**config.mk**
```make
export PLATFORM = sky130hd
export DESIGN_NAME = vrsa_cfg
export DESIGN_NICKNAME = d
export VERILOG_FILES = /design/src/sv/volume_rotate_scatter_address_core_macros.svh /design/src/sv/vrsa_pkg.sv /design/src/sv/vrsa_cfg.sv
export SDC_FILE = /design/constraint.sdc
export NUM_CORES = 1
export LEC_CHECK = 0
export BUFFER_PORTS_ARGS = -buffer_cell sky130_fd_sc_hd__buf_2
export CAP_MARGIN = 20
export CORE_ASPECT_RATIO = 0.9
export CORE_MARGIN = 1.5
export CORE_UTILIZATION = 62
export CTS_BUF_LIST = sky130_fd_sc_hd__clkbuf_4 sky130_fd_sc_hd__clkbuf_8
export DETAILED_ROUTE_END_ITERATION = 8
export HOLD_SLACK_MARGIN = 0.06
export PLACE_DENSITY_LB_ADDON = 0.1
export SLEW_MARGIN = 20
export SYNTH_ARGS = -nofsm -noshare
export SYNTH_HDL_FRONTEND = slang
export SYNTH_SLANG_ARGS = --single-unit
```
**constraint.sdc**
```tcl
create_clock -name clk -period 16.25 [get_ports clk]
set_input_delay 0.8125 -clock clk [delete_from_list [all_inputs] [get_ports clk]]
set_output_delay 0.8125 -clock clk [all_outputs]
set_load 0.05 [all_outputs]
```
**src/sv/volume_rotate_scatter_address_core_macros.svh**
```systemverilog
`ifndef VOLUME_ROTATE_SCATTER_ADDRESS_CORE_MACROS_SVH
`define VOLUME_ROTATE_SCATTER_ADDRESS_CORE_MACROS_SVH

// Same-cycle implication, sampled on clk and switched off while rst is high.
`define VRSA_ASSERT_IMPL(label, ante, cons, msg) \
  label: assert property (@(posedge clk) disable iff (rst) (ante) |-> (cons)) \
    else $error(msg);

// Next-cycle implication, sampled on clk and switched off while rst is high.
`define VRSA_ASSERT_NEXT(label, ante, cons, msg) \
  label: assert property (@(posedge clk) disable iff (rst) (ante) |=> (cons)) \
    else $error(msg);

`endif

```
**src/sv/vrsa_pkg.sv**
```systemverilog
`default_nettype none

package vrsa_pkg;

  // Largest supported volume edge; larger programmed sizes saturate to it.
  localparam int MAX_DIM = 512;

  // Fixed field widths.
  localparam int DIM_FIELD_W = 10;
  localparam int COORD_W     = 9;
  localparam int VALUE_W     = 32;
  localparam int ADDR_W      = 27;
  localparam int COEF_W      = 16;
  localparam int FRAC_SHIFT  = 15;
  localparam int ROW_W       = 48;
  localparam int DIMS_W      = 30;

  // Derived datapath widths.
  localparam int DIM_W  = $clog2(MAX_DIM + 1);
  localparam int CEN_W  = DIM_W + 2;
  localparam int PROD_W = CEN_W + COEF_W;
  localparam int ACC_W  = PROD_W + 3;
  localparam int N_W    = ACC_W - FRAC_SHIFT + 1;
  localparam int ZN_W   = DIM_W + 1 + N_W;
  localparam int ZYN_W  = 2 * DIM_W + 1 + N_W;
  localparam int SUM_W  = ZYN_W + 2;
  localparam int TOT_W  = 3 * DIM_W;

  // Register port.
  localparam int PADDR_W     = 6;
  localparam int PDATA_W     = 64;
  localparam int REG_IDX_LSB = 3;
  localparam int REG_IDX_W   = PADDR_W - REG_IDX_LSB;

  localparam logic [REG_IDX_W-1:0] REG_ROTATION_ROW0 = 3'd0;
  localparam logic [REG_IDX_W-1:0] REG_ROTATION_ROW1 = 3'd1;
  localparam logic [REG_IDX_W-1:0] REG_ROTATION_ROW2 = 3'd2;
  localparam logic [REG_IDX_W-1:0] REG_SOURCE_DIMS   = 3'd3;
  localparam logic [REG_IDX_W-1:0] REG_OUTPUT_DIMS   = 3'd4;

  localparam logic [ROW_W-1:0]  ROW0_RESET = 48'd16384;
  localparam logic [ROW_W-1:0]  ROW1_RESET = 48'd1073741824;
  localparam logic [ROW_W-1:0]  ROW2_RESET = 48'd70368744177664;
  localparam logic [DIMS_W-1:0] DIMS_RESET = 30'd537395712;

  typedef struct packed {
    logic [2:0][2:0][COEF_W-1:0] coef;
    logic [2:0][DIM_W-1:0]       src_dim;
    logic [2:0][DIM_W-1:0]       out_dim;
    logic [2*DIM_W-1:0]          zy;
    logic [TOT_W-1:0]            total;
  } cfg_t;

  typedef struct packed {
    logic                  live;
    logic [2:0][N_W-1:0]   n;
    logic [VALUE_W-1:0]    value;
  } rot_item_t;

  function automatic logic [DIM_W-1:0] sat_dim(input logic [DIM_FIELD_W-1:0] v);
    logic [DIM_W-1:0] r;
    if (32'(v) > MAX_DIM) begin
      r = DIM_W'(MAX_DIM);
    end else begin
      r = DIM_W'(v);
    end
    return r;
  endfunction

endpackage

`default_nettype wire

```
**src/sv/vrsa_cfg.sv**
```systemverilog
`default_nettype none

module vrsa_cfg (
  input  wire logic                          clk,
  input  wire logic                          rst,
  input  wire logic                          psel,
  input  wire logic                          penable,
  input  wire logic                          pwrite,
  input  wire logic [vrsa_pkg::PADDR_W-1:0]  paddr,
  input  wire logic [vrsa_pkg::PDATA_W-1:0]  pwdata,
  output logic      [vrsa_pkg::PDATA_W-1:0]  prdata,
  output logic                               pready,
  output vrsa_pkg::cfg_t                     cfg
);

  logic [vrsa_pkg::ROW_W-1:0]   row [3];
  logic [vrsa_pkg::DIMS_W-1:0]  src_dims;
  logic [vrsa_pkg::DIMS_W-1:0]  out_dims;
  logic [2*vrsa_pkg::DIM_W-1:0] zy;
  logic [vrsa_pkg::TOT_W-1:0]   total;
  logic                         wr;
  logic [vrsa_pkg::REG_IDX_W-1:0] idx;

  assign pready = 1'b1;
  assign wr     = psel && penable && pwrite;
  assign idx    = paddr[vrsa_pkg::PADDR_W-1:vrsa_pkg::REG_IDX_LSB];

  always_ff @(posedge clk) begin
    if (rst) begin
      row[0]   <= vrsa_pkg::ROW0_RESET;
      row[1]   <= vrsa_pkg::ROW1_RESET;
      row[2]   <= vrsa_pkg::ROW2_RESET;
      src_dims <= vrsa_pkg::DIMS_RESET;
      out_dims <= vrsa_pkg::DIMS_RESET;
    end else if (wr) begin
      case (idx)
        vrsa_pkg::REG_ROTATION_ROW0: row[0]   <= pwdata[vrsa_pkg::ROW_W-1:0];
        vrsa_pkg::REG_ROTATION_ROW1: row[1]   <= pwdata[vrsa_pkg::ROW_W-1:0];
        vrsa_pkg::REG_ROTATION_ROW2: row[2]   <= pwdata[vrsa_pkg::ROW_W-1:0];
        vrsa_pkg::REG_SOURCE_DIMS:   src_dims <= pwdata[vrsa_pkg::DIMS_W-1:0];
        vrsa_pkg::REG_OUTPUT_DIMS:   out_dims <= pwdata[vrsa_pkg::DIMS_W-1:0];
        default: ;
      endcase
    end
  end

  always_comb begin
    case (idx)
      vrsa_pkg::REG_ROTATION_ROW0: prdata = vrsa_pkg::PDATA_W'(row[0]);
      vrsa_pkg::REG_ROTATION_ROW1: prdata = vrsa_pkg::PDATA_W'(row[1]);
      vrsa_pkg::REG_ROTATION_ROW2: prdata = vrsa_pkg::PDATA_W'(row[2]);
      vrsa_pkg::REG_SOURCE_DIMS:   prdata = vrsa_pkg::PDATA_W'(src_dims);
      vrsa_pkg::REG_OUTPUT_DIMS:   prdata = vrsa_pkg::PDATA_W'(out_dims);
      default:                     prdata = '0;
    endcase
  end

  always_comb begin
    for (int a = 0; a < 3; a++) begin
      for (int b = 0; b < 3; b++) begin
        cfg.coef[a][b] = row[a][b*vrsa_pkg::COEF_W +: vrsa_pkg::COEF_W];
      end
      cfg.src_dim[a] = vrsa_pkg::sat_dim(src_dims[a*vrsa_pkg::DIM_FIELD_W +:
                                                  vrsa_pkg::DIM_FIELD_W]);
      cfg.out_dim[a] = vrsa_pkg::sat_dim(out_dims[a*vrsa_pkg::DIM_FIELD_W +:
                                                  vrsa_pkg::DIM_FIELD_W]);
    end
    cfg.zy    = zy;
    cfg.total = total;
  end

  // Output plane size and volume size, registered in turn: zy from the output sizes, then total from zy.
  always_ff @(posedge clk) begin
    zy    <= cfg.out_dim[2] * cfg.out_dim[1];
    total <= cfg.out_dim[0] * zy;
  end

endmodule

`default_nettype wire

```
==> metrics <==
dpl cell area=21,400 µm²; largest net degree at the start of global routing=57; design area=22,300 µm²; Clock Pin Slew Worst Setup and Hold Paths=0.08 ns; Post-synth ARST share=0%; Die Ht=170 µm; CTS tree=done; sequential share of power=46.9%; Port Buffers=357; Max-Cap Viols=0; headroom to the max-slew limit=24.6%; register area share after synthesis=33.8%; Setup Fix Bufs, Post-CTS=0; peak supply drop=79.9 µV; Slowest Stage Delay on Critical Path=0.76 ns; status=finished clean; commonest non-fill, non-tap cell in the layout=buf_2; Switching Power=0.455 mW; Worst R2R Start=out_dims[9]; num rows=61; Worst EP arrival=7.03 ns; Clk pwr share=38.6%; final hold violation count=0; DR vias/cell=5.65; antenna violations before repair=4; WP depth=19; CP Max Fanout=30; skew final=0.0387 ns; Top FF cell, synth=edfxtp_1; Synth top area share=22.4%; CP required=16.72 ns; Bufs and invs on worst path=4; Congestion Overflow GR=0; CTS Buffer Depth=3; Post-synth EDFFs=144; Root Buffer=clkbuf_8; H-Tree Depth=2; Tot GR Track Use=32.9%; largest area contributor in the netlist=edfxtp_1; vias=15,481; Netlist cell types=59; mapped cell area=19,300 µm²; final std cells w/o fill=2,739; routed wire length=52.6 mm; die width=189 µm; HP Class=reg2reg; crit share post-route=40.4%; Area growth syn-to-layout=15.2%; Slew Viols, Final=0; delay-heaviest family, CP=adder cells; CP max stage cell=nor2b_2; top cells by area, synth=edfxtp_1 22%, fa_1 21%, dfxtp_1 11%, ha_1 7.8%, nand2_1 6.8%; Mean Syn Cell Area=9.77 µm²; Crit Path Class=reg2reg; CTS Hold Buffers Added=0; Pint=1.07 mW; worst-skew pair later-pin latency=0.58 ns; I/O Pins=394; Syn Inst Count=1,978; setup_tns=0 ns; gpl congestion=0.927; TritonCTS Sinks=254; Worst-Margin Slew=1.13 ns; first-pass detailed-route iteration total=7; pwr dens=68.7 nW/µm²; CP endpoint kind=flip-flop; CP dominant cell by count=fa_1; Hold Startpoint=out_dims[3]; first-pass GRT wire length=82.2 mm; most frequent cells in the layout=356 x buf_2, 348 x nand2_1, 227 x inv_1; Final ANT Viol Nets=0; synthesis-stage register bit count=254; # DRC=0; # placed instances=2,658; layout cells sized above 1=20.9%; total CTS buffers=42; core area=30,800 µm²; fmax=0.152 GHz; Die ar.=32,200 µm²; final setup vio count=0; Sw Share=29.8%; Logic pwr share=14.5%; vias in the first global route=15,139; Final min period=6.57 ns; hold depth=2; wire per inst=19.2 µm; DP Wirelength=38.9 mm; synth warn=0; NumNets Final=2,692; Lkg Pwr=10.9 nW; CTS resizes=0; kind of start point of the critical path=flip-flop; R2R depth=19; Initial Util=62.8%; RSZ-0062 raised after global routing=false; DRT iter0 DRCs=1,323; worst path cell trace=inv_1 > a31oi_1 > nor2b_2 > nand2_1 > fa_1 > inv_1 > fa_1 > fa_1 > fa_1 > inv_1 > fa_1 > inv_1 > ha_1 > a21oi_1 > o21ai_0 > a221o_1 > a21oi_1 > o21bai_1 > o41ai_1; CP Launch Point=out_dims[9]
cell type report:
class                   instances  area [µm²]
multi-input cells            1387       11500
fillers                      2392        8500
flip-flops and latches        254        6530
repair buffers                375        1920
inverters                     233         875
clock buffers                  65         788
well taps                     409         512
clock inverters                12         103
diodes                          4        10.0
synth_stat cells, types with 4 or more instances:
| master | count |
|---|---|
| dfxtp_1 | 110 |
| nand4_1 | 5 |
| o21ai_0 | 47 |
| and3_1 | 6 |
| fa_1 | 204 |
| xor2_1 | 12 |
| buf_4 | 17 |
| o211ai_1 | 6 |
| nor4_1 | 6 |
| and2_1 | 143 |
| a31oi_1 | 9 |
| a21o_2 | 4 |
| o21bai_1 | 5 |
| nor2_1 | 98 |
| a21oi_1 | 107 |
| buf_1 | 20 |
| clkbuf_1 | 77 |
| inv_1 | 227 |
| nor2b_1 | 48 |
| a21o_1 | 13 |
| nand3_1 | 5 |
| nand2b_1 | 9 |
| ha_1 | 120 |
| nand2_1 | 352 |
| mux2i_1 | 48 |
| buf_2 | 5 |
| a211oi_1 | 4 |
| xnor2_1 | 32 |
| nor3_1 | 10 |
| o41ai_1 | 4 |
| a221o_1 | 33 |
| edfxtp_1 | 144 |
| clkinv_1 | 6 |
| or3_1 | 4 |
worst register-to-register path: cells and delay by family, from the launching register on:
kind | cells | cell delay, ns
adders and majority gates | 6 | 2.89
AOI/OAI and AO/OA | 7 | 1.60
and+or+nand+nor | 2 | 0.95
DFF | 1 | 0.66
buffers and inverters | 4 | 0.40
state kept, by name (all words and copies together) (netlist names):
signal    cells
zy           20
total        30
out_dims     30
row         144
src_dims     30
per-layer routing:
metal | wire length, µm | vias to the layer above | part of all wire [%] | GRT usage (%)
met2 | 24700 | 790 | 47 | 53.6
met5 | 0 | - | 0 | 0
met4 | 1610 | 0 | 3.1 | 10.5
met3 | 4670 | 100 | 8.9 | 5.63
met1 | 21600 | 7577 | 41 | 45.1
li1 | - | 7014 | - | -
final timing paths:
check                                   end  slack (ns)
worst max-delay path              total[29]        9.68
worst min-delay path            out_dims[3]        0.49
worst max register to register    total[29]        9.68
worst min register to register  out_dims[3]        0.49
cells by family after synthesis:
| family | Yosys count | share of synthesized area, % |
|---|---|---|
| AOI/OAI and AO/OA | 260 | 9.03 |
| and+or+nand+nor | 694 | 16.6 |
| muxes | 48 | 2.49 |
| adders and majority gates | 324 | 28.9 |
| DFF | 254 | 33.8 |
| buffers and inverters | 352 | 7.20 |
| other | 2 | 0.0389 |
| xor gates and xnor gates | 44 | 1.99 |
metrics by stage:
stage	hold slack (ns)	utilization (%)	worst slack, ns	total power, mW
global placement	0.468	69.4	9.72	0.948
global route	0.476	72.4	9.19	1.58
CTS	0.459	72.3	9.70	1.54
floorplan	0.457	-	10.36	0.894
detailed placement	0.477	69.4	9.67	0.951
finish	0.486	72.4	9.68	1.53
power by group through the flow:
| stage | Clock, mW | Combinational [mW] | Sequential, mW |
|---|---|---|---|
| floorplan | 0 | 0.0857 | 0.808 |
| global placement | 0 | 0.219 | 0.729 |
| detailed placement | 0 | 0.221 | 0.730 |
| CTS | 0.601 | 0.221 | 0.717 |
| global route | 0.629 | 0.229 | 0.719 |
| finish | 0.590 | 0.222 | 0.717 |
Note: power is estimated with default switching activity, not from simulation.
