<file path="src/sv/volume_rotate_scatter_address_core_macros.svh">
`ifndef VOLUME_ROTATE_SCATTER_ADDRESS_CORE_MACROS_SVH
`define VOLUME_ROTATE_SCATTER_ADDRESS_CORE_MACROS_SVH

// Same-cycle implication, sampled on clk and switched off while rst is high.
`define VRSA_ASSERT_IMPL(label, ante, cons, msg) \
  label: assert property (@(posedge clk) disable iff (rst) (ante) |-> (cons)) \
    else $error(msg);

// Next-cycle implication, sampled on clk and switched off while rst is high.
`define VRSA_ASSERT_NEXT(label, ante, cons, msg) \
  label: assert property (@(posedge clk) disable iff (rst) (ante) |=> (cons)) \
    else $error(msg);

`endif

</file>
<file path="src/sv/vrsa_pkg.sv">
`default_nettype none

package vrsa_pkg;

  // Largest supported volume edge; larger programmed sizes saturate to it.
  localparam int MAX_DIM = 512;

  // Fixed field widths.
  localparam int DIM_FIELD_W = 10;
  localparam int COORD_W     = 9;
  localparam int VALUE_W     = 32;
  localparam int ADDR_W      = 27;
  localparam int COEF_W      = 16;
  localparam int FRAC_SHIFT  = 15;
  localparam int ROW_W       = 48;
  localparam int DIMS_W      = 30;

  // Derived datapath widths.
  localparam int DIM_W  = $clog2(MAX_DIM + 1);
  localparam int CEN_W  = DIM_W + 2;
  localparam int PROD_W = CEN_W + COEF_W;
  localparam int ACC_W  = PROD_W + 3;
  localparam int N_W    = ACC_W - FRAC_SHIFT + 1;
  localparam int ZN_W   = DIM_W + 1 + N_W;
  localparam int ZYN_W  = 2 * DIM_W + 1 + N_W;
  localparam int SUM_W  = ZYN_W + 2;
  localparam int TOT_W  = 3 * DIM_W;

  // Register port.
  localparam int PADDR_W     = 6;
  localparam int PDATA_W     = 64;
  localparam int REG_IDX_LSB = 3;
  localparam int REG_IDX_W   = PADDR_W - REG_IDX_LSB;

  localparam logic [REG_IDX_W-1:0] REG_ROTATION_ROW0 = 3'd0;
  localparam logic [REG_IDX_W-1:0] REG_ROTATION_ROW1 = 3'd1;
  localparam logic [REG_IDX_W-1:0] REG_ROTATION_ROW2 = 3'd2;
  localparam logic [REG_IDX_W-1:0] REG_SOURCE_DIMS   = 3'd3;
  localparam logic [REG_IDX_W-1:0] REG_OUTPUT_DIMS   = 3'd4;

  localparam logic [ROW_W-1:0]  ROW0_RESET = 48'd16384;
  localparam logic [ROW_W-1:0]  ROW1_RESET = 48'd1073741824;
  localparam logic [ROW_W-1:0]  ROW2_RESET = 48'd70368744177664;
  localparam logic [DIMS_W-1:0] DIMS_RESET = 30'd537395712;

  typedef struct packed {
    logic [2:0][2:0][COEF_W-1:0] coef;
    logic [2:0][DIM_W-1:0]       src_dim;
    logic [2:0][DIM_W-1:0]       out_dim;
    logic [2*DIM_W-1:0]          zy;
    logic [TOT_W-1:0]            total;
  } cfg_t;

  typedef struct packed {
    logic                  live;
    logic [2:0][N_W-1:0]   n;
    logic [VALUE_W-1:0]    value;
  } rot_item_t;

  function automatic logic [DIM_W-1:0] sat_dim(input logic [DIM_FIELD_W-1:0] v);
    logic [DIM_W-1:0] r;
    if (32'(v) > MAX_DIM) begin
      r = DIM_W'(MAX_DIM);
    end else begin
      r = DIM_W'(v);
    end
    return r;
  endfunction

endpackage

`default_nettype wire

</file>
<file path="src/sv/vrsa_address.sv">
`default_nettype none

module vrsa_address (
  input  wire logic                          clk,
  input  wire logic                          rst,
  input  wire vrsa_pkg::cfg_t                cfg,
  input  wire logic                          in_valid,
  output logic                               in_stall,
  input  wire vrsa_pkg::rot_item_t           in_item,
  output logic                               out_valid,
  input  wire logic                          out_stall,
  output logic [vrsa_pkg::ADDR_W-1:0]        write_address,
  output logic [vrsa_pkg::VALUE_W-1:0]       write_value
);

  logic                               e_valid;
  logic                               e_live;
  logic [vrsa_pkg::VALUE_W-1:0]       e_value;
  logic signed [vrsa_pkg::N_W-1:0]    e_n2;
  logic signed [vrsa_pkg::ZN_W-1:0]   e_zn1;
  logic signed [vrsa_pkg::ZYN_W-1:0]  e_zyn0;
  logic signed [vrsa_pkg::SUM_W-1:0]  idx;
  logic                               idx_ok;
  logic                               en_e, en_f;

  assign en_f     = !out_valid || !out_stall;
  assign en_e     = !e_valid || en_f;
  assign in_stall = !en_e;

  assign idx = vrsa_pkg::SUM_W'(e_n2) + vrsa_pkg::SUM_W'(e_zn1)
             + vrsa_pkg::SUM_W'(e_zyn0);
  assign idx_ok = !idx[vrsa_pkg::SUM_W-1]
               && (idx[vrsa_pkg::SUM_W-2:0] < (vrsa_pkg::SUM_W - 1)'(cfg.total));

  always_ff @(posedge clk) begin
    if (rst) begin
      e_valid   <= 1'b0;
      out_valid <= 1'b0;
    end else begin
      if (en_e) e_valid <= in_valid;
      // Requests outside either volume leave the pipeline here.
      if (en_f) out_valid <= e_valid && e_live && idx_ok;
    end
  end

  always_ff @(posedge clk) begin
    if (en_e && in_valid) begin
      e_live  <= in_item.live;
      e_value <= in_item.value;
      e_n2    <= $signed(in_item.n[2]);
      e_zn1   <= $signed({1'b0, cfg.out_dim[2]}) * $signed(in_item.n[1]);
      e_zyn0  <= $signed({1'b0, cfg.zy}) * $signed(in_item.n[0]);
    end
    if (en_f && e_valid) begin
      write_address <= idx[vrsa_pkg::ADDR_W-1:0];
      write_value   <= e_value;
    end
  end

endmodule

`default_nettype wire

</file>
<file path="config.mk">
export PLATFORM = sky130hd
export DESIGN_NAME = vrsa_address
export DESIGN_NICKNAME = d
export VERILOG_FILES = /design/src/sv/volume_rotate_scatter_address_core_macros.svh /design/src/sv/vrsa_pkg.sv /design/src/sv/vrsa_address.sv
export SDC_FILE = /design/constraint.sdc
export NUM_CORES = 2
export LEC_CHECK = 0
export BUFFER_PORTS_ARGS = -buffer_cell sky130_fd_sc_hd__buf_2
export CAP_MARGIN = 20
export CORE_UTILIZATION = 54
export CTS_CLUSTER_DIAMETER = 80
export DETAILED_ROUTE_END_ITERATION = 8
export PLACE_DENSITY = 0.87
export SYNTH_ARGS = -nofsm -noshare
export SYNTH_HDL_FRONTEND = slang
export SYNTH_SLANG_ARGS = --single-unit
export TNS_END_PERCENT = 10
</file>
<file path="constraint.sdc">
create_clock -name clk -period 7.2 [get_ports clk]
set_input_delay 0.36 -clock clk [delete_from_list [all_inputs] [get_ports clk]]
set_output_delay 0.36 -clock clk [all_outputs]
set_load 0.1 [all_outputs]
</file>
==> flow_results.org <==
** Clock network
- Clock-pin slew was measured on the worst setup and hold paths at 0.08 ns.
- TritonCTS built the clock tree.
- CTS max path bufs :: 2
- Clock tree root driver cell :: sky130_fd_sc_hd__clkbuf_16
- Clock latency reported for the late side of the worst-skew pair :: 0.46 ns
- CTS resizes :: 0
- Buffers inserted to repair hold after CTS numbered 0.
- The H-tree generated during clock tree synthesis spans 4 levels.
- Counting the buffers created by CTS gives 17.
- The number of setup buffers added after CTS is 0.
- The clock drives 177 sinks.

** Route
- The first detailed-routing pass ran for 8 iterations.
- After detailed routing, the average wire length per cell comes to 18.55 um.
- Summing over every cut layer, the via total after detailed routing is ~19000.
- In the routed design, unresolved DRC markers number 0.
- After the first detailed-routing iteration, the DRC count stood at 1658.
- In this run the remaining antenna-violating nets after routing total 0.
- Via density :: about 5.7
- Routed wire length :: 62780 um

** Placed design
- In this run the tool buffered the top-level ports with ~210 buffer cells.
- Placed inst area :: 27940 sq um
- Routability-driven placement finished with a final weighted congestion of 0.9386.
- After legalization and detailed placement, the total HPWL measured 51310 um.
- Post-placement setup slack :: 0.1448 ns

** Global route
- Aggregate global-route resource usage :: 0.2677
- Number of antenna violations at the first check in global routing :: 3
- Maximum number of pins on one net before global-route repair :: 80
- Wire length of the first global-routing pass :: 104300 um
- The total overflow left after global routing is 0.
- The via count of the first global-routing pass is 21175.

** Setup path
- CP endpoint kind :: flop
- Along the worst path, the maximum fanout reaches 3.
- Launching element type of the critical path :: flop
- STA puts the critical path data required time at approximately 7.6 ns.
- Setup slack on the worst reg-to-reg path comes out at 0.57 ns.
- STA puts the critical path data arrival time at 7.04 ns.
- In this run the critical register-to-register path is launched from e_n2[1]$_DFFE_PP_.
- Setup Crit Path Kind :: flop to flop
- In this run the worst setup path begins at e_n2[1]$_DFFE_PP_.

** Synthesis
- The mapped netlist covers 26280 sq um.
- When the netlist entered floorplanning its net count stood at 3660.
- After synthesis, the share of flip-flops with an asynchronous set or reset is 0.
- Counting distinct cell types in the post-synthesis netlist gives between 60 and 70.
- Among all flip-flop cells after synthesis, the most frequent one is sky130_fd_sc_hd__edfxtp_1.
- Synthesis inferred 177 register bits.
- Yosys warns :: 0
- By area the synthesized netlist is led by sky130_fd_sc_hd__fa_1, sky130_fd_sc_hd__edfxtp_1, sky130_fd_sc_hd__ha_1.
- Summed over all instances, the cell type with the most area after synthesis is sky130_fd_sc_hd__fa_1.
- Number of enable flip-flop cells after synthesis :: 175
- Post-Synthesis Mean Instance Area :: 10.13 sq um
- The share of the Yosys chip area taken by registers is 0.2015.
- Of the post-synthesis cell area, the dominant cell type holds 0.3512.
- Synth Instances :: 2594

** Layout
- For this run, the post-layout net count is 3821.
- Count of fill cells added during filler insertion :: 3736
- Footprint of the multi-input gates :: 18670 sq um
- Sequential cell area :: 5295 sq um
- Ratio of cells with drive above 1 in the final layout :: 0.09971
- After routing the design area is 28590 sq um.
- The area growth from synthesis to layout is 8.785%.

** Timing
- After layout, the minimum clock period comes to 6.631 ns.
- Measured against its own limit, the worst slew margin works out to 0.3220.
- Setup repair after global routing missed its margin :: false
- The final number of hold-violating endpoints is 0.
- In the finished design, the share of the clock period the worst path needs comes to 0.9210.
- Worst setup skew after layout :: 0.01152 ns
- Static timing analysis puts the maximum clock frequency at 150.8 MHz.
- The number of max-slew violations in the final report was 0.
- The worst path meets setup with around 0.57 ns of slack.
- For the pin with the worst max-slew slack, the measured transition is 1.017 ns.
- In the final timing run, aggregate negative setup slack is 0 ns.
- Setup violations remaining at the end of the flow were counted as 0.

** Run status
- The run finished with clean final reports.

** Floorplan
- The floorplan step defined a core boundary enclosing approximately 48000 sq um.
- Initial Utilization :: 0.5492
- Die height :: 222.6 um
- In this run the core area contains 80 standard-cell rows.
- 403 I/O pins were placed.
- Horizontal die dimension :: between 200 and 250 um
- Overall die area :: 49550 sq um

** Worst hold path
- The worst hold path begins at in_item[27].
- The tightest min-delay check is of the primary input to flop type.

** Job
- The tool flagged a number of max-cap violations equal to 0.
-- sequential cells by signal, indices dropped and copies added, names as in the netlist --
signal / flops
e_live: 1
e_n2: 17
e_zyn0: 38
e_valid: 1
e_zn1: 28
e_value: 32
out_valid: 1
write_address: 27
write_value: 32
-- cells in the final DEF (no fill, tap or decap), types with 11 or more instances in the layout --
master and instances:
sky130_fd_sc_hd__o211ai_1 12, sky130_fd_sc_hd__xor2_1 27, sky130_fd_sc_hd__clkbuf_16 17, sky130_fd_sc_hd__nand4_1 11, sky130_fd_sc_hd__nand2_1 283, sky130_fd_sc_hd__a21o_1 34
sky130_fd_sc_hd__ha_1 263, sky130_fd_sc_hd__o21a_1 20, sky130_fd_sc_hd__nand2b_1 24, sky130_fd_sc_hd__xnor2_1 61, sky130_fd_sc_hd__edfxtp_1 175, sky130_fd_sc_hd__a21oi_1 87
sky130_fd_sc_hd__o21ai_0 38, sky130_fd_sc_hd__nor2_1 68, sky130_fd_sc_hd__nand3_1 12, sky130_fd_sc_hd__fa_1 461, sky130_fd_sc_hd__inv_1 526, sky130_fd_sc_hd__nor2b_1 13
sky130_fd_sc_hd__nor3_1 11, sky130_fd_sc_hd__buf_2 208, sky130_fd_sc_hd__and2_1 254, sky130_fd_sc_hd__buf_4 25
-- area by class of cell --
| class | count | area share |
|---|---|---|
| Antenna cell | 2 | 0.0001751 |
| Clock buffer | 17 | 0.01488 |
| Clock inverter | 15 | 0.007485 |
| Inverter | 527 | 0.06920 |
| Multi-Input combinational cell | 1799 | 0.6531 |
| Sequential cell | 177 | 0.1852 |
| Tap cell | 615 | 0.02692 |
| Timing Repair Buffer | 233 | 0.04298 |
-- through the flow --
step / hold WS [ns] / std cells / util
after global routing: 0.05059 / 3384 / 0.5974
final: 0.07261 / 3385 / 0.5975
after CTS: 0.05098 / 3383 / 0.5974
after global placement: 0.4032 / 3351 / 0.5840
after floorplan: 0.4003 / 2594 / -
after detailed placement: 0.4045 / 3351 / 0.5840
-- synth_stat cells (11+ instances only) --
| cell type | count |
|---|---|
| sky130_fd_sc_hd__o21ai_0 | 38 |
| sky130_fd_sc_hd__and2_1 | 255 |
| sky130_fd_sc_hd__nor3_1 | 11 |
| sky130_fd_sc_hd__nor2b_1 | 14 |
| sky130_fd_sc_hd__nand4_1 | 11 |
| sky130_fd_sc_hd__clkbuf_1 | 84 |
| sky130_fd_sc_hd__ha_1 | 263 |
| sky130_fd_sc_hd__nand3_1 | 12 |
| sky130_fd_sc_hd__inv_1 | 526 |
| sky130_fd_sc_hd__o211ai_1 | 12 |
| sky130_fd_sc_hd__a21oi_1 | 87 |
| sky130_fd_sc_hd__edfxtp_1 | 175 |
| sky130_fd_sc_hd__nand2b_1 | 24 |
| sky130_fd_sc_hd__fa_1 | 461 |
| sky130_fd_sc_hd__a21o_1 | 34 |
| sky130_fd_sc_hd__o21a_1 | 20 |
| sky130_fd_sc_hd__nand2_1 | 283 |
| sky130_fd_sc_hd__xor2_1 | 27 |
| sky130_fd_sc_hd__nor2_1 | 68 |
| sky130_fd_sc_hd__xnor2_1 | 61 |
-- routing by layer --
metal,wire length [um],global-route usage,vias to the layer above
met5,24,0,-
li1,-,-,8442
met2,32420,0.4741,898
met1,22910,0.3118,9563
met4,2868,0.1250,4
met3,4558,0.05263,228
-- worst paths after layout --
path | depth (start not counted) | endpoint
worst max-delay path | 24 | out_valid$_SDFFE_PP0P_
worst min-delay path | 1 | e_value[27]$_DFFE_PP_
worst max register to register | 24 | out_valid$_SDFFE_PP0P_
worst min register to register | 0 | write_value[17]$_DFFE_PP_
-- cells by family (layout without fill, tap and decap cells) --
| family | Yosys count | in the layout | share of synthesized area |
|---|---|---|---|
| adders and majority gates | 724 | 724 | 0.4764 |
| and+or+nand+nor | 711 | 711 | 0.1358 |
| buffers and inverters | 618 | 792 | 0.08832 |
| AOI/OAI and AO/OA | 274 | 274 | 0.06785 |
| DFF | 177 | 177 | 0.2015 |
| xor gates and xnor gates | 88 | 88 | 0.02933 |
| muxes | 2 | 2 | 0.0007619 |
| other | 0 | 2 | 0 |
-- worst max-delay path, cell delays in order (launching register included) --
cell and delay, ns:
sky130_fd_sc_hd__edfxtp_1 0.41, sky130_fd_sc_hd__fa_1 0.51, sky130_fd_sc_hd__ha_1 0.25, sky130_fd_sc_hd__fa_1 0.50, sky130_fd_sc_hd__a211oi_1 0.42, sky130_fd_sc_hd__o211ai_1 0.24, sky130_fd_sc_hd__a41o_1 0.32, sky130_fd_sc_hd__a21oi_1 0.34
sky130_fd_sc_hd__nor2_1 0.12, sky130_fd_sc_hd__nor2_1 0.21, sky130_fd_sc_hd__nor2b_1 0.08, sky130_fd_sc_hd__nor2_1 0.18, sky130_fd_sc_hd__o31a_1 0.16, sky130_fd_sc_hd__xnor2_1 0.20, sky130_fd_sc_hd__ha_1 0.32, sky130_fd_sc_hd__o21ai_0 0.15
sky130_fd_sc_hd__o21ai_0 0.21, sky130_fd_sc_hd__a2111oi_0 0.55, sky130_fd_sc_hd__buf_4 0.22, sky130_fd_sc_hd__o21ai_0 0.09, sky130_fd_sc_hd__buf_4 0.20, sky130_fd_sc_hd__o2111ai_1 0.14, sky130_fd_sc_hd__nand4_1 0.15, sky130_fd_sc_hd__nor4b_1 0.39
sky130_fd_sc_hd__a31o_1 0.22
Power is left out: the tool's default activity adds up to more than one toggle a clock period on the data nets, which glitch-free logic cannot reach.
